==> src/rtl/core/decimal_text_to_fixed_point_assert.svh <==
// ----------------------------------------------------------------------------
// Assertion macros for the decimal text to fixed point block
// Shared concurrent checks, clocked on the rising edge and held off in reset.
// ----------------------------------------------------------------------------
`ifndef DECIMAL_TEXT_TO_FIXED_POINT_ASSERT_SVH
`define DECIMAL_TEXT_TO_FIXED_POINT_ASSERT_SVH

// Same-cycle implication: whenever ante holds, cons must hold too.
`define DTFP_ASSERT_IMPL(lbl, clk, rst_n, ante, cons) \
    lbl: assert property (@(posedge clk) disable iff (!rst_n) (ante) |-> (cons)) \
        else $error("dtfp: same-cycle check failed");

// Next-cycle implication: whenever ante holds, cons must hold in the next cycle.
`define DTFP_ASSERT_NEXT(lbl, clk, rst_n, ante, cons) \
    lbl: assert property (@(posedge clk) disable iff (!rst_n) (ante) |=> (cons)) \
        else $error("dtfp: next-cycle check failed");

`endif

==> src/rtl/core/dtfp_pkg.sv <==
// ----------------------------------------------------------------------------
// dtfp_pkg
// Types, character codes and constants shared by the decimal text parser.
// ----------------------------------------------------------------------------
package dtfp_pkg;

    localparam int DEF_WHOLE_BITS  = 31;
    localparam int DEF_FRAC_DIGITS = 9;
    localparam int DEF_FRAC_BITS   = 32;

    localparam int CH_W       = 8;
    localparam int VALUE_W    = 64;
    localparam int FRAC_ACC_W = 30;
    localparam int FRAC_CNT_W = 4;
    localparam int DIGIT_W    = 4;

    localparam logic [CH_W-1:0] CH_ZERO  = 8'h30;
    localparam logic [CH_W-1:0] CH_NINE  = 8'h39;
    localparam logic [CH_W-1:0] CH_POINT = 8'h2E;
    localparam logic [CH_W-1:0] CH_PLUS  = 8'h2B;
    localparam logic [CH_W-1:0] CH_MINUS = 8'h2D;
    localparam logic [CH_W-1:0] CH_SPACE = 8'h20;
    localparam logic [CH_W-1:0] CH_TAB   = 8'h09;
    localparam logic [CH_W-1:0] CH_CR    = 8'h0D;

    // Parser phase, kept in the datapath.
    typedef enum logic [2:0] {
        PH_SPACE = 3'd0,
        PH_SIGN  = 3'd1,
        PH_INT   = 3'd2,
        PH_FRAC  = 3'd3,
        PH_STOP  = 3'd4
    } t_phase;

    // Sequencer state of the controller.
    typedef enum logic [2:0] {
        ST_PARSE = 3'd0,
        ST_LOAD  = 3'd1,
        ST_DIV   = 3'd2,
        ST_MAG   = 3'd3,
        ST_EMIT  = 3'd4
    } t_state;

    typedef struct packed {
        logic parse;     // apply the accepted character to the parser
        logic load_num;  // build the scaled fraction numerator and divisor
        logic div_step;  // one restoring division step
        logic mag_load;  // combine integer part and rounded fraction
        logic out_load;  // clamp, sign and register the result; clear parser
    } t_dp_cmd;

    typedef struct packed {
        logic out_free;  // output register is empty or being drained
    } t_dp_stat;

    // Powers of ten for the kept fraction digit count.
    function automatic logic [FRAC_ACC_W-1:0] pow10(input logic [FRAC_CNT_W-1:0] n);
        logic [FRAC_ACC_W-1:0] p;
        case (n)
            4'd0:    p = 30'd1;
            4'd1:    p = 30'd10;
            4'd2:    p = 30'd100;
            4'd3:    p = 30'd1000;
            4'd4:    p = 30'd10000;
            4'd5:    p = 30'd100000;
            4'd6:    p = 30'd1000000;
            4'd7:    p = 30'd10000000;
            4'd8:    p = 30'd100000000;
            default: p = 30'd1000000000;
        endcase
        return p;
    endfunction

endpackage

==> src/rtl/core/decimal_text_to_fixed_point.sv <==
// ----------------------------------------------------------------------------
// decimal_text_to_fixed_point
// Streams ASCII decimal text in, one character per beat, and returns the
// parsed number as signed fixed point with a saturation flag.
// ----------------------------------------------------------------------------
// The block takes one character per input beat and parses it in the cycle it
// is accepted: leading blanks are skipped, a run of plus and minus signs sets
// the sign (each minus flips it), integer digits and an optional point with
// fraction digits follow, and the first character that does not fit stops
// parsing until the beat marked tlast. Every character that is not the last
// one is taken without a stall. After the last character the block takes no
// new character until it has built the scaled fraction, run FRAC_BITS + 1
// steps of a restoring divider that turns the kept decimal fraction into
// binary, merged the integer part, and clamped the value, applied the sign
// and loaded the output register. That divider produces one quotient bit
// per cycle. The result waits in its own register, so the next string can
// start while it is still unread; only a second result arriving before the
// first is taken holds the emit step. The value is two's complement with
// FRAC_BITS fraction bits and is rounded to nearest with ties away from zero;
// fraction digits past FRAC_DIGITS are dropped. An integer part beyond
// 2^WHOLE_BITS, or a magnitude outside the signed range, clamps the value and
// raises the saturation flag. Empty or sign-only text gives zero.
// ----------------------------------------------------------------------------
module decimal_text_to_fixed_point
    import dtfp_pkg::*;
#(
    parameter int WHOLE_BITS  = DEF_WHOLE_BITS,   // integer bits, 8 to 31
    parameter int FRAC_DIGITS = DEF_FRAC_DIGITS,  // kept fraction digits, 1 to 9
    parameter int FRAC_BITS   = DEF_FRAC_BITS     // binary fraction bits, 8 to 32
) (
    input  logic               i_clk,
    input  logic               i_rst_n,

    input  logic               s_axis_tvalid,
    output logic               s_axis_tready,
    input  logic [CH_W-1:0]    s_axis_tdata,   // [7:0] ch
    input  logic               s_axis_tlast,   // last character of the string

    output logic               m_axis_tvalid,
    input  logic               m_axis_tready,
    output logic [VALUE_W-1:0] m_axis_tdata,   // [63:0] value
    output logic               m_axis_tuser    // [0] saturated
);

    t_dp_cmd  w_cmd;
    t_dp_stat w_stat;

    // The controller only sequences; all parse state lives in the datapath.
    dtfp_ctrl #(
        .FRAC_BITS (FRAC_BITS)
    ) u_ctrl (
        .i_clk      (i_clk),
        .i_rst_n    (i_rst_n),
        .i_s_tvalid (s_axis_tvalid),
        .i_s_tlast  (s_axis_tlast),
        .o_s_tready (s_axis_tready),
        .i_stat     (w_stat),
        .o_cmd      (w_cmd)
    );

    // The datapath owns the output register, so tvalid comes straight from a flop.
    dtfp_datapath #(
        .WHOLE_BITS  (WHOLE_BITS),
        .FRAC_DIGITS (FRAC_DIGITS),
        .FRAC_BITS   (FRAC_BITS)
    ) u_datapath (
        .i_clk       (i_clk),
        .i_rst_n     (i_rst_n),
        .i_cmd       (w_cmd),
        .o_stat      (w_stat),
        .i_ch        (s_axis_tdata),
        .o_value     (m_axis_tdata),
        .o_sat       (m_axis_tuser),
        .o_out_valid (m_axis_tvalid),
        .i_out_ready (m_axis_tready)
    );

endmodule

==> src/rtl/core/dtfp_datapath.sv <==
// ----------------------------------------------------------------------------
// dtfp_datapath
// Character parser, fraction divider, range clamp and output register.
// ----------------------------------------------------------------------------
`include "decimal_text_to_fixed_point_assert.svh"

module dtfp_datapath
    import dtfp_pkg::*;
#(
    parameter int WHOLE_BITS  = DEF_WHOLE_BITS,
    parameter int FRAC_DIGITS = DEF_FRAC_DIGITS,
    parameter int FRAC_BITS   = DEF_FRAC_BITS
) (
    input  logic               i_clk,
    input  logic               i_rst_n,
    input  t_dp_cmd            i_cmd,
    output t_dp_stat           o_stat,
    input  logic [CH_W-1:0]    i_ch,
    output logic [VALUE_W-1:0] o_value,
    output logic               o_sat,
    output logic               o_out_valid,
    input  logic               i_out_ready
);

    localparam int WACC_W  = WHOLE_BITS + 1;
    localparam int WPROD_W = WACC_W + 4;
    localparam int Q_W     = FRAC_BITS + 1;
    localparam int NUM_W   = FRAC_ACC_W + FRAC_BITS + 1;
    localparam int REM_W   = FRAC_ACC_W + 1;
    localparam int MAG_W   = WHOLE_BITS + FRAC_BITS + 1;

    localparam logic [WPROD_W-1:0] CAP = WPROD_W'(1) << WHOLE_BITS;
    localparam logic [MAG_W-1:0] BOUND = MAG_W'(1) << (WHOLE_BITS + FRAC_BITS);

    // Parser state.
    t_phase                r_phase, n_phase;
    logic                  r_neg, n_neg;
    logic [WACC_W-1:0]     r_whole, n_whole;
    logic                  r_ovf, n_ovf;
    logic [FRAC_ACC_W-1:0] r_frac, n_frac;
    logic [FRAC_CNT_W-1:0] r_fcnt, n_fcnt;

    // Divider and result path.
    logic [FRAC_ACC_W-1:0] r_rem;
    logic [Q_W-1:0]        r_num;
    logic [FRAC_ACC_W-1:0] r_pw;
    logic [Q_W-1:0]        r_quot;
    logic [MAG_W-1:0]      r_mag;
    logic                  r_out_valid;
    logic [VALUE_W-1:0]    r_value;
    logic                  r_sat;

    logic                  w_is_digit;
    logic                  w_is_blank;
    logic                  w_is_sign;
    logic [DIGIT_W-1:0]    w_digit;
    logic [WPROD_W-1:0]    w_wprod;
    logic [FRAC_ACC_W-1:0] w_fprod;
    logic [FRAC_ACC_W-1:0] w_pw;
    logic [NUM_W-1:0]      w_num;
    logic [REM_W-1:0]      w_trial;
    logic                  w_ge;
    logic [REM_W-1:0]      w_diff;
    logic                  w_sat;
    logic [MAG_W-1:0]      w_clamped;

    assign w_is_digit = (i_ch >= CH_ZERO) && (i_ch <= CH_NINE);
    assign w_is_blank = (i_ch == CH_SPACE) || ((i_ch >= CH_TAB) && (i_ch <= CH_CR));
    assign w_is_sign  = (i_ch == CH_PLUS) || (i_ch == CH_MINUS);
    assign w_digit    = i_ch[DIGIT_W-1:0];

    assign w_wprod = (WPROD_W'(r_whole) << 3) + (WPROD_W'(r_whole) << 1)
                   + WPROD_W'(w_digit);
    assign w_fprod = (r_frac << 3) + (r_frac << 1) + FRAC_ACC_W'(w_digit);

    always_comb begin
        n_phase = r_phase;
        n_neg   = r_neg;
        n_whole = r_whole;
        n_ovf   = r_ovf;
        n_frac  = r_frac;
        n_fcnt  = r_fcnt;
        if (i_cmd.out_load) begin
            n_phase = PH_SPACE;
            n_neg   = 1'b0;
            n_whole = '0;
            n_ovf   = 1'b0;
            n_frac  = '0;
            n_fcnt  = '0;
        end else if (i_cmd.parse) begin
            case (r_phase)
                PH_STOP: begin
                end
                PH_FRAC: begin
                    if (w_is_digit) begin
                        // Digits past the kept count are dropped.
                        if (r_fcnt < FRAC_CNT_W'(FRAC_DIGITS)) begin
                            n_frac = w_fprod;
                            n_fcnt = r_fcnt + 1'b1;
                        end
                    end else begin
                        n_phase = PH_STOP;
                    end
                end
                PH_SPACE, PH_SIGN, PH_INT: begin
                    if (r_phase == PH_SPACE && w_is_blank) begin
                        n_phase = PH_SPACE;
                    end else if (r_phase != PH_INT && w_is_sign) begin
                        n_neg   = r_neg ^ (i_ch == CH_MINUS);
                        n_phase = PH_SIGN;
                    end else if (w_is_digit) begin
                        // The integer part is held at the cap once it goes past it.
                        if (w_wprod > CAP) begin
                            n_whole = CAP[WACC_W-1:0];
                            n_ovf   = 1'b1;
                        end else begin
                            n_whole = w_wprod[WACC_W-1:0];
                        end
                        n_phase = PH_INT;
                    end else if (i_ch == CH_POINT) begin
                        n_phase = PH_FRAC;
                    end else begin
                        n_phase = PH_STOP;
                    end
                end
                default: begin
                    n_phase = PH_STOP;
                end
            endcase
        end
    end

    // Numerator is the kept fraction scaled by 2^FRAC_BITS plus half the
    // divisor, so the truncating quotient rounds to nearest with ties up.
    assign w_pw  = pow10(r_fcnt);
    assign w_num = (NUM_W'(r_frac) << FRAC_BITS) + NUM_W'(w_pw >> 1);

    assign w_trial = {r_rem, r_num[Q_W-1]};
    assign w_ge    = w_trial >= {1'b0, r_pw};
    assign w_diff  = w_trial - {1'b0, r_pw};

    always_comb begin
        if (r_neg) begin
            w_sat     = r_ovf || (r_mag > BOUND);
            w_clamped = w_sat ? BOUND : r_mag;
        end else begin
            w_sat     = r_ovf || (r_mag >= BOUND);
            w_clamped = w_sat ? (BOUND - 1'b1) : r_mag;
        end
    end

    always_ff @(posedge i_clk) begin
        if (!i_rst_n) begin
            r_phase     <= PH_SPACE;
            r_neg       <= 1'b0;
            r_whole     <= '0;
            r_ovf       <= 1'b0;
            r_frac      <= '0;
            r_fcnt      <= '0;
            r_out_valid <= 1'b0;
        end else begin
            r_phase <= n_phase;
            r_neg   <= n_neg;
            r_whole <= n_whole;
            r_ovf   <= n_ovf;
            r_frac  <= n_frac;
            r_fcnt  <= n_fcnt;
            if (i_cmd.out_load) begin
                r_out_valid <= 1'b1;
            end else if (i_out_ready) begin
                r_out_valid <= 1'b0;
            end
        end
    end

    always_ff @(posedge i_clk) begin
        if (i_cmd.load_num) begin
            // The quotient stays below 2^Q_W, so the top bits already sit
            // below the divisor and seed the remainder.
            r_rem <= w_num[NUM_W-1:Q_W];
            r_num <= w_num[Q_W-1:0];
            r_pw  <= w_pw;
        end else if (i_cmd.div_step) begin
            r_rem  <= w_ge ? w_diff[FRAC_ACC_W-1:0] : w_trial[FRAC_ACC_W-1:0];
            r_num  <= r_num << 1;
            r_quot <= {r_quot[Q_W-2:0], w_ge};
        end
        if (i_cmd.mag_load) begin
            r_mag <= (MAG_W'(r_whole) << FRAC_BITS) + MAG_W'(r_quot);
        end
        if (i_cmd.out_load) begin
            r_value <= r_neg ? (VALUE_W'(0) - VALUE_W'(w_clamped)) : VALUE_W'(w_clamped);
            r_sat   <= w_sat;
        end
    end

    assign o_stat.out_free = !r_out_valid || i_out_ready;
    assign o_value         = r_value;
    assign o_sat           = r_sat;
    assign o_out_valid     = r_out_valid;

    `DTFP_ASSERT_IMPL(a_rem_below_divisor, i_clk, i_rst_n, i_cmd.div_step, r_rem < r_pw)
    `DTFP_ASSERT_IMPL(a_whole_capped, i_clk, i_rst_n, 1'b1, WPROD_W'(r_whole) <= CAP)
    `DTFP_ASSERT_IMPL(a_fcnt_limit, i_clk, i_rst_n, 1'b1, r_fcnt <= FRAC_CNT_W'(FRAC_DIGITS))

endmodule

==> src/rtl/core/dtfp_ctrl.sv <==
// ----------------------------------------------------------------------------
// dtfp_ctrl
// Sequencer: character intake, then numerator load, division, merge, emit.
// ----------------------------------------------------------------------------
`include "decimal_text_to_fixed_point_assert.svh"

module dtfp_ctrl
    import dtfp_pkg::*;
#(
    parameter int FRAC_BITS = DEF_FRAC_BITS
) (
    input  logic     i_clk,
    input  logic     i_rst_n,
    input  logic     i_s_tvalid,
    input  logic     i_s_tlast,
    output logic     o_s_tready,
    input  t_dp_stat i_stat,
    output t_dp_cmd  o_cmd
);

    localparam int STEP_W = $clog2(FRAC_BITS + 1);

    t_state            r_state, n_state;
    logic [STEP_W-1:0] r_step, n_step;

    always_ff @(posedge i_clk) begin
        if (!i_rst_n) begin
            r_state <= ST_PARSE;
            r_step  <= '0;
        end else begin
            r_state <= n_state;
            r_step  <= n_step;
        end
    end

    always_comb begin
        n_state    = r_state;
        n_step     = r_step;
        o_s_tready = 1'b0;
        o_cmd      = '0;
        case (r_state)
            ST_PARSE: begin
                o_s_tready = 1'b1;
                if (i_s_tvalid) begin
                    o_cmd.parse = 1'b1;
                    if (i_s_tlast) begin
                        n_state = ST_LOAD;
                    end
                end
            end
            ST_LOAD: begin
                o_cmd.load_num = 1'b1;
                n_step         = '0;
                n_state        = ST_DIV;
            end
            ST_DIV: begin
                o_cmd.div_step = 1'b1;
                if (r_step == STEP_W'(FRAC_BITS)) begin
                    n_state = ST_MAG;
                end else begin
                    n_step = r_step + 1'b1;
                end
            end
            ST_MAG: begin
                o_cmd.mag_load = 1'b1;
                n_state        = ST_EMIT;
            end
            ST_EMIT: begin
                if (i_stat.out_free) begin
                    o_cmd.out_load = 1'b1;
                    n_state        = ST_PARSE;
                end
            end
            default: begin
                n_state = ST_PARSE;
            end
        endcase
    end

    `DTFP_ASSERT_NEXT(a_last_stalls_intake, i_clk, i_rst_n, i_s_tvalid && o_s_tready && i_s_tlast, !o_s_tready)
    `DTFP_ASSERT_NEXT(a_load_then_divide, i_clk, i_rst_n, o_cmd.load_num, o_cmd.div_step)
    `DTFP_ASSERT_IMPL(a_step_in_range, i_clk, i_rst_n, r_state == ST_DIV, r_step <= STEP_W'(FRAC_BITS))

endmodule
==> config.mk <==
export PLATFORM = sky130hd
export DESIGN_NAME = decimal_text_to_fixed_point
export DESIGN_NICKNAME = d
export VERILOG_FILES = /design/src/rtl/core/dtfp_pkg.sv /design/src/rtl/core/decimal_text_to_fixed_point.sv /design/src/rtl/core/dtfp_datapath.sv /design/src/rtl/core/dtfp_ctrl.sv
export VERILOG_INCLUDE_DIRS = /design/src /design/src/rtl/core
export SDC_FILE = /design/constraint.sdc
export NUM_CORES = 1
export LEC_CHECK = 0
export BUFFER_PORTS_ARGS = -buffer_cell sky130_fd_sc_hd__buf_2
export CAP_MARGIN = 10
export CELL_PAD_IN_SITES_DETAIL_PLACEMENT = 1
export CELL_PAD_IN_SITES_GLOBAL_PLACEMENT = 1
export CORE_ASPECT_RATIO = 0.9
export CORE_MARGIN = 8
export CORE_UTILIZATION = 40
export CTS_BUF_LIST = sky130_fd_sc_hd__clkbuf_8
export DETAILED_ROUTE_END_ITERATION = 12
export GPL_TIMING_DRIVEN = 0
export PLACE_DENSITY = 0.74
export SLEW_MARGIN = 20
export SYNTH_ARGS = -nofsm -noshare
export SYNTH_HDL_FRONTEND = slang
export SYNTH_HIERARCHICAL = 1
export SYNTH_SLANG_ARGS = --single-unit
==> constraint.sdc <==
create_clock -name i_clk -period 3.8 [get_ports i_clk]
set_clock_uncertainty 0.05 [all_clocks]
set_input_delay 0.38 -clock i_clk [delete_from_list [all_inputs] [get_ports i_clk]]
set_output_delay 0.38 -clock i_clk [all_outputs]
set_load 0.05 [all_outputs]
# After elaboration in Yosys (flattened, before gate mapping)

Memories as Yosys holds them, arrays and structs flattened. A register that Yosys moved wholly into a read port is not among the register bits.
Cells that the tools add are included.
Widths: inputs -> output; s select.

Bits in registers: 336
Memory bits (read-only): 480
Output and inout port bits: 67
Word-level logic and storage cells: 123
Memories kept: 1

Memories:

| name             | depth | bits a word | rd ports | clocked after memory_dff | write ports | line           | source |
|---|---|---|---|---|---|---|---|
| (name not given) | 16    | 30          | 1        | 1                        | 0           | dtfp_pkg.sv:59 | `case (n)` |

$add $sub $neg: 10
Order comparisons: 9
Eq/ne operators: 20
Muxes and demuxes: 36
Bitwise gates (word level): 6
Reductions and logical operators: 25

Operators with widths:

| operator              | count |
|---|---|
| $mux 64               | 4 |
| $mux 30               | 3 |
| $mux 33               | 2 |
| $add 64x33->64        | 1 |
| $ge 64x64->1 const B  | 1 |
| $gt 64x64->1 const B  | 1 |
| $sub 1x64->64 const A | 1 |
| $add 62x29->63        | 1 |
| $add 35x33->36        | 1 |
| $add 36x4->36         | 1 |
| $gt 36x32->1 const B  | 1 |
| $eq 8x6->1 const B    | 4 |
| $mux 32               | 1 |
| $ge 31x30->1          | 1 |
| $add 30x30->30        | 1 |
| $add 30x4->30         | 1 |
| $sub 30x30->30        | 1 |
| $mux 3                | 9 |
| $pmux 3 s5            | 1 |
| $eq 3x2->1 const B    | 4 |
| $pmux 6 s2            | 1 |
| $reduce_and 4->1      | 3 |
| $mux 1                | 11 |
| $pmux 3 s3            | 1 |
| 28 further kinds      | 50 |

# Logic depth before layout (Yosys ltp)

Gate-level depths: netlist of the first run.

Word-level depth: 6
Gate-level depth with buffers: 20

# Hierarchy

The synthesis of the first run kept the hierarchy.

By module, submodules not included:

| module        | instances | cells each | area an instance (µm²) | seq. area each (µm²) |
|---|---|---|---|---|
| dtfp_datapath | 1         | 2040       | 20225.6                | 9349.0 |
| dtfp_ctrl     | 1         | 64         | 540.5                  | 180.2 |

# Least setup slack after synthesis of the first run

No wires, ideal clock.

Path kind: input to register
Start: input port s_axis_tdata[3]
End: register u_datapath.r_ovf
Data arrival time: 3929 ps
Slack: -301 ps
Stages on the path: 15
Path buffers: 1
Cell sequence: inv_1 fa_1 inv_1 ha_1 a211oi_2 nor2_1 o41a_1 o31a_1 a21o_1 a311o_1 a21o_1 mux2i_1 a211o_2 buf_6 a221o_1

Cells in the longest elaborated chain, start to end: 6
Elaborated cells between the ends (all ways): 18
Those cells by class: 1 x add/sub; 5 x order compare; 3 x eq/ne; 2 x bitwise; 7 x reduce/logical

Ends and longest elaborated chain:

| item                                                  | line                              | source |
|---|---|---|
| from (decl)                                           | decimal_text_to_fixed_point.sv:36 | `input logic [CH_W-1:0] s_axis_tdata,` |
| branches (longest 5 deep; another with $add 36x4->36) | --                                |  |
| $reduce_and 6->1 (no source line) (*)                 | --                                |  |
| to (signal assigned)                                  | dtfp_datapath.sv:165              | `r_ovf <= n_ovf;` |
| to (decl)                                             | dtfp_datapath.sv:39               | `logic r_ovf, n_ovf;` |

Every way passes the cells marked *.
A chain may end at the register's enable or synchronous reset.

# Worst setup path after layout of the first run

Start: register u_datapath.r_whole[2]
End: register u_datapath.r_ovf

Cells in the longest elaborated chain, start to end: 4

Ends and longest elaborated chain:

| item                              | line                 | source |
|---|---|---|
| from (decl)                       | dtfp_datapath.sv:38  | `logic [WACC_W-1:0] r_whole, n_whole;` |
| from (signal assigned)            | dtfp_datapath.sv:164 | `r_whole <= n_whole;` |
| $add 35x33->36                    | dtfp_datapath.sv:72  | `assign w_wprod = (WPROD_W'(r_whole) << 3) + (WPROD_W'(r_whole) << 1)` |
| $add 36x4->36                     | dtfp_datapath.sv:73  | `+ WPROD_W'(w_digit);` |
| $gt 36x32->1                      | dtfp_datapath.sv:113 | `if (w_wprod > CAP) begin` |
| $reduce_and 6->1 (no source line) | --                   |  |

Every way passes these cells.

==> results of run 1 <==
-- cells in the mapped netlist, types with 22 or more instances --
cell type                  count  area share
sky130_fd_sc_hd__edfxtp_1    248        0.36
sky130_fd_sc_hd__nand2_1     224       0.040
sky130_fd_sc_hd__a21oi_1     204       0.049
sky130_fd_sc_hd__ha_1        159       0.096
sky130_fd_sc_hd__nor2_1      156       0.028
sky130_fd_sc_hd__dfxtp_1     104        0.10
sky130_fd_sc_hd__inv_1        96       0.017
sky130_fd_sc_hd__xnor2_1      79       0.033
sky130_fd_sc_hd__o21ai_0      76       0.018
sky130_fd_sc_hd__nor3_1       68       0.016
sky130_fd_sc_hd__clkbuf_1     64       0.012
sky130_fd_sc_hd__nand3_1      49       0.012
sky130_fd_sc_hd__a21o_1       45       0.016
sky130_fd_sc_hd__mux2_2       45       0.024
sky130_fd_sc_hd__xor2_1       37       0.016
sky130_fd_sc_hd__o31ai_1      35       0.013
sky130_fd_sc_hd__and3_1       23      0.0069
sky130_fd_sc_hd__nor2b_1      23      0.0069
sky130_fd_sc_hd__nor4_1       22      0.0066
-- final cells by class --
class | count | area share
timing repair buffer | 136 | 0.0371
inverter | 99 | 0.0153
tap | 688 | 0.0349
sequential | 352 | 0.387
multi-input combinational | 1567 | 0.455
clock buffer | 67 | 0.0374
clock inverter | 41 | 0.0146
timing repair inverter | 1 | 0.000203
buffer | 85 | 0.0190
-- cells by family (layout without fill, tap and decap cells) --
logic type / Yosys count / after routing / share of synthesized area
and+or+nand+nor: 680 / 681 / 0.156
AOI/OAI and AO/OA: 546 / 547 / 0.168
DFF: 352 / 352 / 0.459
buffers and inverters: 187 / 429 / 0.0359
adders and majority gates: 164 / 164 / 0.101
xor gates and xnor gates: 116 / 116 / 0.0489
muxes: 59 / 59 / 0.0312
-- state kept, by name, indices dropped and copies added (netlist names), 3 cells and up --
register / flops
u_datapath/r_fcnt: 4
u_datapath/r_mag: 64
u_ctrl/r_state: 3
u_datapath/w_pw: 23
u_datapath/r_whole: 32
u_ctrl/r_step: 6
u_datapath/o_value: 64
u_datapath/r_phase: 3
u_datapath/r_quot: 33
u_datapath/r_rem: 30
u_datapath/r_pw: 23
u_datapath/r_num: 33
u_datapath/r_frac: 30
-- tightest hold or removal path: cells and delay by family --
family | cells | cell delay, ps
and+or+nand+nor | 1 | 140
AOI/OAI and AO/OA | 1 | 110
buffers and inverters | 1 | 70
-- power breakdown --
part           internal (W)  leakage [nW]  total (W)  switching (W)
registers           0.00421          3.09    0.00427      0.0000539
logic              0.000311          6.00   0.000755       0.000444
clock network       0.00209         0.728    0.00368        0.00160
-- through the flow --
stage / area (µm²) / TNS (ps) / std cells / power [W] / utilization
floorplan: 20800 / -455 / 2104 / 0.00485 / -
global placement: 22100 / -179510 / 2871 / 0.00502 / 0.428
detailed placement: 22100 / -79160 / 2874 / 0.00506 / 0.430
CTS: 24200 / -7080 / 3020 / 0.00877 / 0.471
global route: 24700 / -13130 / 3036 / 0.00903 / 0.479
finish: 24700 / -9280 / 3036 / 0.00870 / 0.479
-- timing repair --
| action | in CTS | in global routing |
|---|---|---|
| resized for setup | 114 | 64 |
| setup buffers | 31 | 17 |
| hold buffers | 3 | 0 |
| pin swaps | 36 | 27 |
| gates cloned | 5 | 1 |
| endpoints found under the setup margin | 184 | 147 |
| hold endpoints to repair | 2 | 0 |
-- layer usage --
| layer | wire (µm) | GRT usage | part of all wire |
|---|---|---|---|
| met1 | 29600 | 0.284 | 0.45 |
| met2 | 30600 | 0.349 | 0.47 |
| met3 | 3690 | 0.0326 | 0.056 |
| met4 | 1600 | 0.0583 | 0.024 |
| met5 | 0 | 0 | 0 |
-- worst max-delay path by stage --
stage                     startpoint                      to  depth (start not counted)
3_3_place_gp    u_datapath/r_mag[10]  u_datapath/o_value[38]                         17
6_report       u_datapath/r_whole[2]        u_datapath/r_ovf                         16
3_5_place_dp    u_datapath/r_mag[10]  u_datapath/o_value[38]                         15
5_1_grt        u_datapath/r_whole[0]        u_datapath/r_ovf                         16
2_1_floorplan  u_datapath/r_whole[2]  u_datapath/r_whole[11]                         16
4_1_cts        u_datapath/r_whole[2]  u_datapath/r_whole[13]                         16
==> results.sh, run 1 <==
export IMPL_synth_edff_count=248
export IMPL_max_freq_mhz=235
export IMPL_failing_checks="negative setup slack"
export IMPL_synthesis_nets=2281
export IMPL_core_rowCount=79
export IMPL_mappedNetlistArea_mm2=0.0208
export IMPL_tritoncts_clock_tree="yes"
export IMPL_nets=2478
export IMPL_route_final_wire_length_mm=65.5
export IMPL_post_synth_cell_area_avg_um2=9.87
export IMPL_post_route_drc_count=0
export IMPL_holdCritStartpoint="m_axis_tready"
export IMPL_hold_path_class="in2reg"
export IMPL_cp_required_ps=4260
export IMPL_antenna_violating_nets_post_route=0
export IMPL_post_route_period_util=1.12
export IMPL_die_width_um=256
export IMPL_antenna_cells=0
export IMPL_start_kind="flop"
export IMPL_place_hpwl_mm=47.5
export IMPL_place_port_buffers=79
export IMPL_max_stage_delay_ps=590
export IMPL_postSynthRegisterBits=352
export IMPL_fin_crit_ps=4260
export IMPL_dieHeight_um=232
export IMPL_cts_clk_slew_worst_paths_ps=60
export IMPL_seq_area_frac_synth=0.459
export IMPL_detailedRoute_firstIterationViolations=1136
export IMPL_htree_depth=2
export IMPL_timing_critical_path_arrival_ps=4720
export IMPL_worstPathMaxFanout=3
export IMPL_dp_slack_ps=-1070
export IMPL_min_path_cells=3
export IMPL_synthesis_instances=2104
export IMPL_maxSlewHeadroom=0.425
export IMPL_hold_ws_ps=78.8
export IMPL_grt_usage=0.210
export IMPL_critical_path_reg2reg_endpoint="u_datapath/r_ovf"
export IMPL_slowest_stage="sky130_fd_sc_hd__fa_1"
export IMPL_crit_path_cell_trace="inv_2 -> fa_1 -> inv_2 -> ha_4 -> a211oi_2 -> nor2_2 -> o41a_1 -> o31a_1 -> a21o_1 -> buf_4 -> a21oi_1 -> o21ai_0 -> a21oi_1 -> xor2_1 -> a41oi_1 -> a221o_1"
export IMPL_floorplan_core_area_mm2=0.0515
export IMPL_vias_per_cell=5.73
export IMPL_status="finished, violations left"
export IMPL_clock_sinks=352
export IMPL_finalHoldViolCount=0
export IMPL_report_final_setup_viol=33
export IMPL_total_power_per_unit_cell_area_mw_per_mm2=353
export IMPL_initial_core_util=0.403
export IMPL_grt_pass1_vias=18128
export IMPL_layout_cells_most_common_list="sky130_fd_sc_hd__edfxtp_1, sky130_fd_sc_hd__nand2_1, sky130_fd_sc_hd__a21oi_1, sky130_fd_sc_hd__ha_1, sky130_fd_sc_hd__nor2_1"
export IMPL_worstSetupEndpointType="flop"
export IMPL_total_cts_buffers=59
export IMPL_timing_max_transition_violations_final=0
export IMPL_netlist_cell_type_count=87
export IMPL_clk_latency_ps=650
export IMPL_rr_worst_depth=16
export IMPL_post_route_cells_drive_above_1_share=0.180
export IMPL_rsz0062_at_grt="yes"
export IMPL_grt_remaining_overflow=0
export IMPL_antenna_violations_before_repair=0
export IMPL_globalplace_congestion=0.908
export IMPL_critical_path_n_buffers_inverters=3
export IMPL_max_cap_viol_count=0
export IMPL_synthToLayoutAreaGrowth_pct=18.8
export IMPL_mostFrequentLayoutCell="sky130_fd_sc_hd__edfxtp_1"
export IMPL_top_level_ports=80
export IMPL_static_leakage_power_nw=9.82
export IMPL_async_reset_ff_frac=0
export IMPL_post_drt_wl_per_cell_um=21.6
export IMPL_combined_area_of_the_multi_input_logic_cells_mm2=0.0112
export IMPL_vias=17397
export IMPL_setup_reg_to_reg_worst_slack_ps=-460
export IMPL_tightest_slew_ps=855
export IMPL_min_delay_endpoint="u_datapath/o_out_valid"
export IMPL_critical_path_reg2reg_startpoint="u_datapath/r_whole[2]"
export IMPL_dominantRegCellSynth="sky130_fd_sc_hd__edfxtp_1"
export IMPL_floorplan_die_area_mm2=0.0595
export IMPL_clock_tree_buffer_depth=3
export IMPL_setup_slack_ps=-457
export IMPL_detailedRoute_firstPassIterationCount=5
export IMPL_ys_warn_count=6
export IMPL_area_taken_by_flip_flops_and_latches_mm2=0.00954
export IMPL_grt_start_max_net_pins=65
export IMPL_path_delay_family="compound AO/OA/AOI/OAI gates"
export IMPL_vdd_ir_drop_max_uv=250
export IMPL_first_pass_grt_wire_length_mm=102
export IMPL_timing_worst_setup_path_type="reg2reg"
export IMPL_num_fill_cells=5746
export IMPL_cts_root_buffer="sky130_fd_sc_hd__clkbuf_8"
(Power assumes the default switching activity.)
==> run 2, diff against run 1 <==
--- a/config.mk
+++ b/config.mk
@@ -12,11 +12,11 @@
 export CELL_PAD_IN_SITES_GLOBAL_PLACEMENT = 1
 export CORE_ASPECT_RATIO = 0.9
 export CORE_MARGIN = 8
-export CORE_UTILIZATION = 40
+export CORE_UTILIZATION = 46
 export CTS_BUF_LIST = sky130_fd_sc_hd__clkbuf_8
 export DETAILED_ROUTE_END_ITERATION = 12
 export GPL_TIMING_DRIVEN = 0
-export PLACE_DENSITY = 0.74
+export PLACE_DENSITY = 0.83
 export SLEW_MARGIN = 20
 export SYNTH_ARGS = -nofsm -noshare
 export SYNTH_HDL_FRONTEND = slang
==> run 2 against run 1 <==
Effect of this change: the flow still finishes with violations (negative setup slack); via count is 9.9% higher; sequential cell count is the same; die area is 12% lower; design area rose by 1.7%; critical path type unchanged; largest cell class unchanged.
==> results.sh, run 2 (synthesis results as in run 1) <==
export IMPL_min_path_cells=3
export IMPL_core_rowCount=74
export IMPL_vdd_ir_drop_max_uv=291
export IMPL_detailedRoute_firstPassIterationCount=6
export IMPL_top_level_ports=80
export IMPL_fin_crit_ps=4510
export IMPL_grt_pass1_vias=19497
export IMPL_setup_slack_ps=-712
export IMPL_initial_core_util=0.461
export IMPL_clock_tree_buffer_depth=3
export IMPL_cp_required_ps=4270
export IMPL_timing_worst_setup_path_type="reg2reg"
export IMPL_floorplan_die_area_mm2=0.0522
export IMPL_clock_sinks=352
export IMPL_status="finished, violations left"
export IMPL_htree_depth=2
export IMPL_timing_critical_path_arrival_ps=4980
export IMPL_vias_per_cell=6.44
export IMPL_synthToLayoutAreaGrowth_pct=20.7
export IMPL_tritoncts_clock_tree="yes"
export IMPL_utilization=0.557
export IMPL_detailedRoute_firstIterationViolations=1876
export IMPL_rsz0062_at_grt="yes"
export IMPL_critical_path_reg2reg_startpoint="u_datapath/r_whole[2]"
export IMPL_met1_usage=0.321
export IMPL_setup_worst_path_start="u_datapath/r_whole[2]"
export IMPL_slowest_stage="sky130_fd_sc_hd__fa_1"
export IMPL_grtUsageMet3=0.0483
export IMPL_cts_root_buffer="sky130_fd_sc_hd__clkbuf_8"
export IMPL_nets=2496
export IMPL_post_route_period_util=1.19
export IMPL_grt_start_max_net_pins=66
export IMPL_cts_clk_slew_worst_paths_ps=70
export IMPL_dieHeight_um=218
export IMPL_layout_cells_most_common_list="sky130_fd_sc_hd__edfxtp_1, sky130_fd_sc_hd__nand2_1, sky130_fd_sc_hd__a21oi_1, sky130_fd_sc_hd__nor2_1, sky130_fd_sc_hd__ha_1"
export IMPL_critical_path_n_buffers_inverters=5
export IMPL_max_cap_viol_count=0
export IMPL_num_fill_cells=5010
export IMPL_max_freq_mhz=222
export IMPL_die_width_um=240
export IMPL_critical_path_depth=17
export IMPL_grt_remaining_overflow=0
export IMPL_most_crowded_layer_after_global_routing="met2"
export IMPL_vias=19113
export IMPL_combPwrFrac=0.094
export IMPL_worstPathMaxFanout=6
export IMPL_total_power_per_unit_cell_area_mw_per_mm2=357
export IMPL_static_leakage_power_nw=9.96
export IMPL_setup_tns_ps=-13590
export IMPL_share_clk_of_total_power=0.429
export IMPL_post_route_cells_drive_above_1_share=0.206
export IMPL_crit_path_cell_trace="inv_2 -> fa_1 -> inv_2 -> ha_4 -> a211oi_4 -> nor2_2 -> o41a_1 -> o31a_1 -> a21o_1 -> a311o_1 -> a21o_1 -> mux2i_1 -> a211o_2 -> buf_4 -> buf_12 -> buf_12 -> o31ai_4"
export IMPL_maxSlewHeadroom=0.373
export IMPL_timing_max_transition_violations_final=0
export IMPL_p_int_w=0.00671
export IMPL_total_cts_buffers=58
export IMPL_tightest_slew_ps=932
export IMPL_post_route_drc_count=0
export IMPL_first_pass_grt_wire_length_mm=110
export IMPL_floorplan_core_area_mm2=0.0450
export IMPL_netSwitchingPower_w=0.00225
export IMPL_worstSetupEndpointType="flop"
export IMPL_setup_reg_to_reg_worst_slack_ps=-710
export IMPL_clk_latency_ps=670
export IMPL_failing_checks="negative setup slack"
export IMPL_mostFrequentLayoutCell="sky130_fd_sc_hd__edfxtp_1"
export IMPL_hold_path_class="in2reg"
export IMPL_start_kind="flop"
export IMPL_antenna_violations_before_repair=2
export IMPL_place_port_buffers=79
export IMPL_route_final_wire_length_mm=79.2
export IMPL_globalplace_congestion=0.934
export IMPL_seq_power_share=0.477
export IMPL_rr_worst_depth=17
export IMPL_antenna_violating_nets_post_route=0
export IMPL_holdCritStartpoint="m_axis_tready"
export IMPL_met2_usage=0.446
export IMPL_post_drt_wl_per_cell_um=26.7
export IMPL_power_share_switching=0.251
export IMPL_report_final_setup_viol=34
export IMPL_max_stage_delay_ps=570
export IMPL_path_delay_family="compound AO/OA/AOI/OAI gates"
export IMPL_place_hpwl_mm=48.4
export IMPL_grt_usage=0.265
export IMPL_finalHoldViolCount=0
run 2: metal layers:
| metal | up-vias | part of all wire | wire length (µm) |
|---|---|---|---|
| li1 | 8191 | - | - |
| met1 | 9428 | 0.38 | 30100 |
| met2 | 1108 | 0.47 | 37200 |
| met3 | 384 | 0.084 | 6650 |
| met4 | 2 | 0.066 | 5260 |
| met5 | - | 0.00015 | 12 |
run 2: repair_timing:
action                                 CTS  global route
buffers inserted                        37            34
hold buffers                             3             0
setup endpoints to repair              201           102
resized for setup                      128           117
pin swaps                               49            44
gates cloned                             5             0
endpoints found under the hold margin    2             0
run 2: layout make-up:
type	instances	area, µm²	share of cell area
Clock inverter	38	418	0.0167
Timing Repair Buffer	160	1180	0.0473
Inverter	99	380	0.0152
Multi-Input combinational cell	1565	11400	0.456
Tap cell	608	761	0.0303
Clock buffer	64	881	0.0351
Sequential cell	352	9550	0.381
Buffer	83	450	0.0180
Antenna cell	1	2.50	0.0000998
run 2: final timing paths:
kind / endpoint
max: u_datapath/r_whole[6]
min: u_datapath/o_out_valid
max reg2reg: u_datapath/r_whole[6]
min reg2reg: u_datapath/r_pw[0]
run 2: power groups by stage:
stage	combinational (W)	sequential [W]	clock [W]
2_1_floorplan	0.000520	0.00433	0
3_3_place_gp	0.000664	0.00434	0
3_5_place_dp	0.000725	0.00435	0
4_1_cts	0.000770	0.00427	0.00386
5_1_grt	0.000891	0.00428	0.00404
6_report	0.000838	0.00428	0.00384
run 2: through the flow:
step	instance area [µm²]	setup slack [ps]	hold WS [ps]	std cells	power [W]
3_3_place_gp	22000	-1020	340	2791	0.00501
5_1_grt	25100	-755	71.6	2970	0.00921
2_1_floorplan	20800	-54.2	336	2104	0.00485
6_report	25100	-712	25.6	2970	0.00895
4_1_cts	24300	-317	1.31	2940	0.00890
3_5_place_dp	22100	-1050	364	2794	0.00507
run 2: worst min-delay path: stages:
cell and delay (ps):
sky130_fd_sc_hd__buf_2 70, sky130_fd_sc_hd__nand2b_1 140, sky130_fd_sc_hd__a21boi_0 90
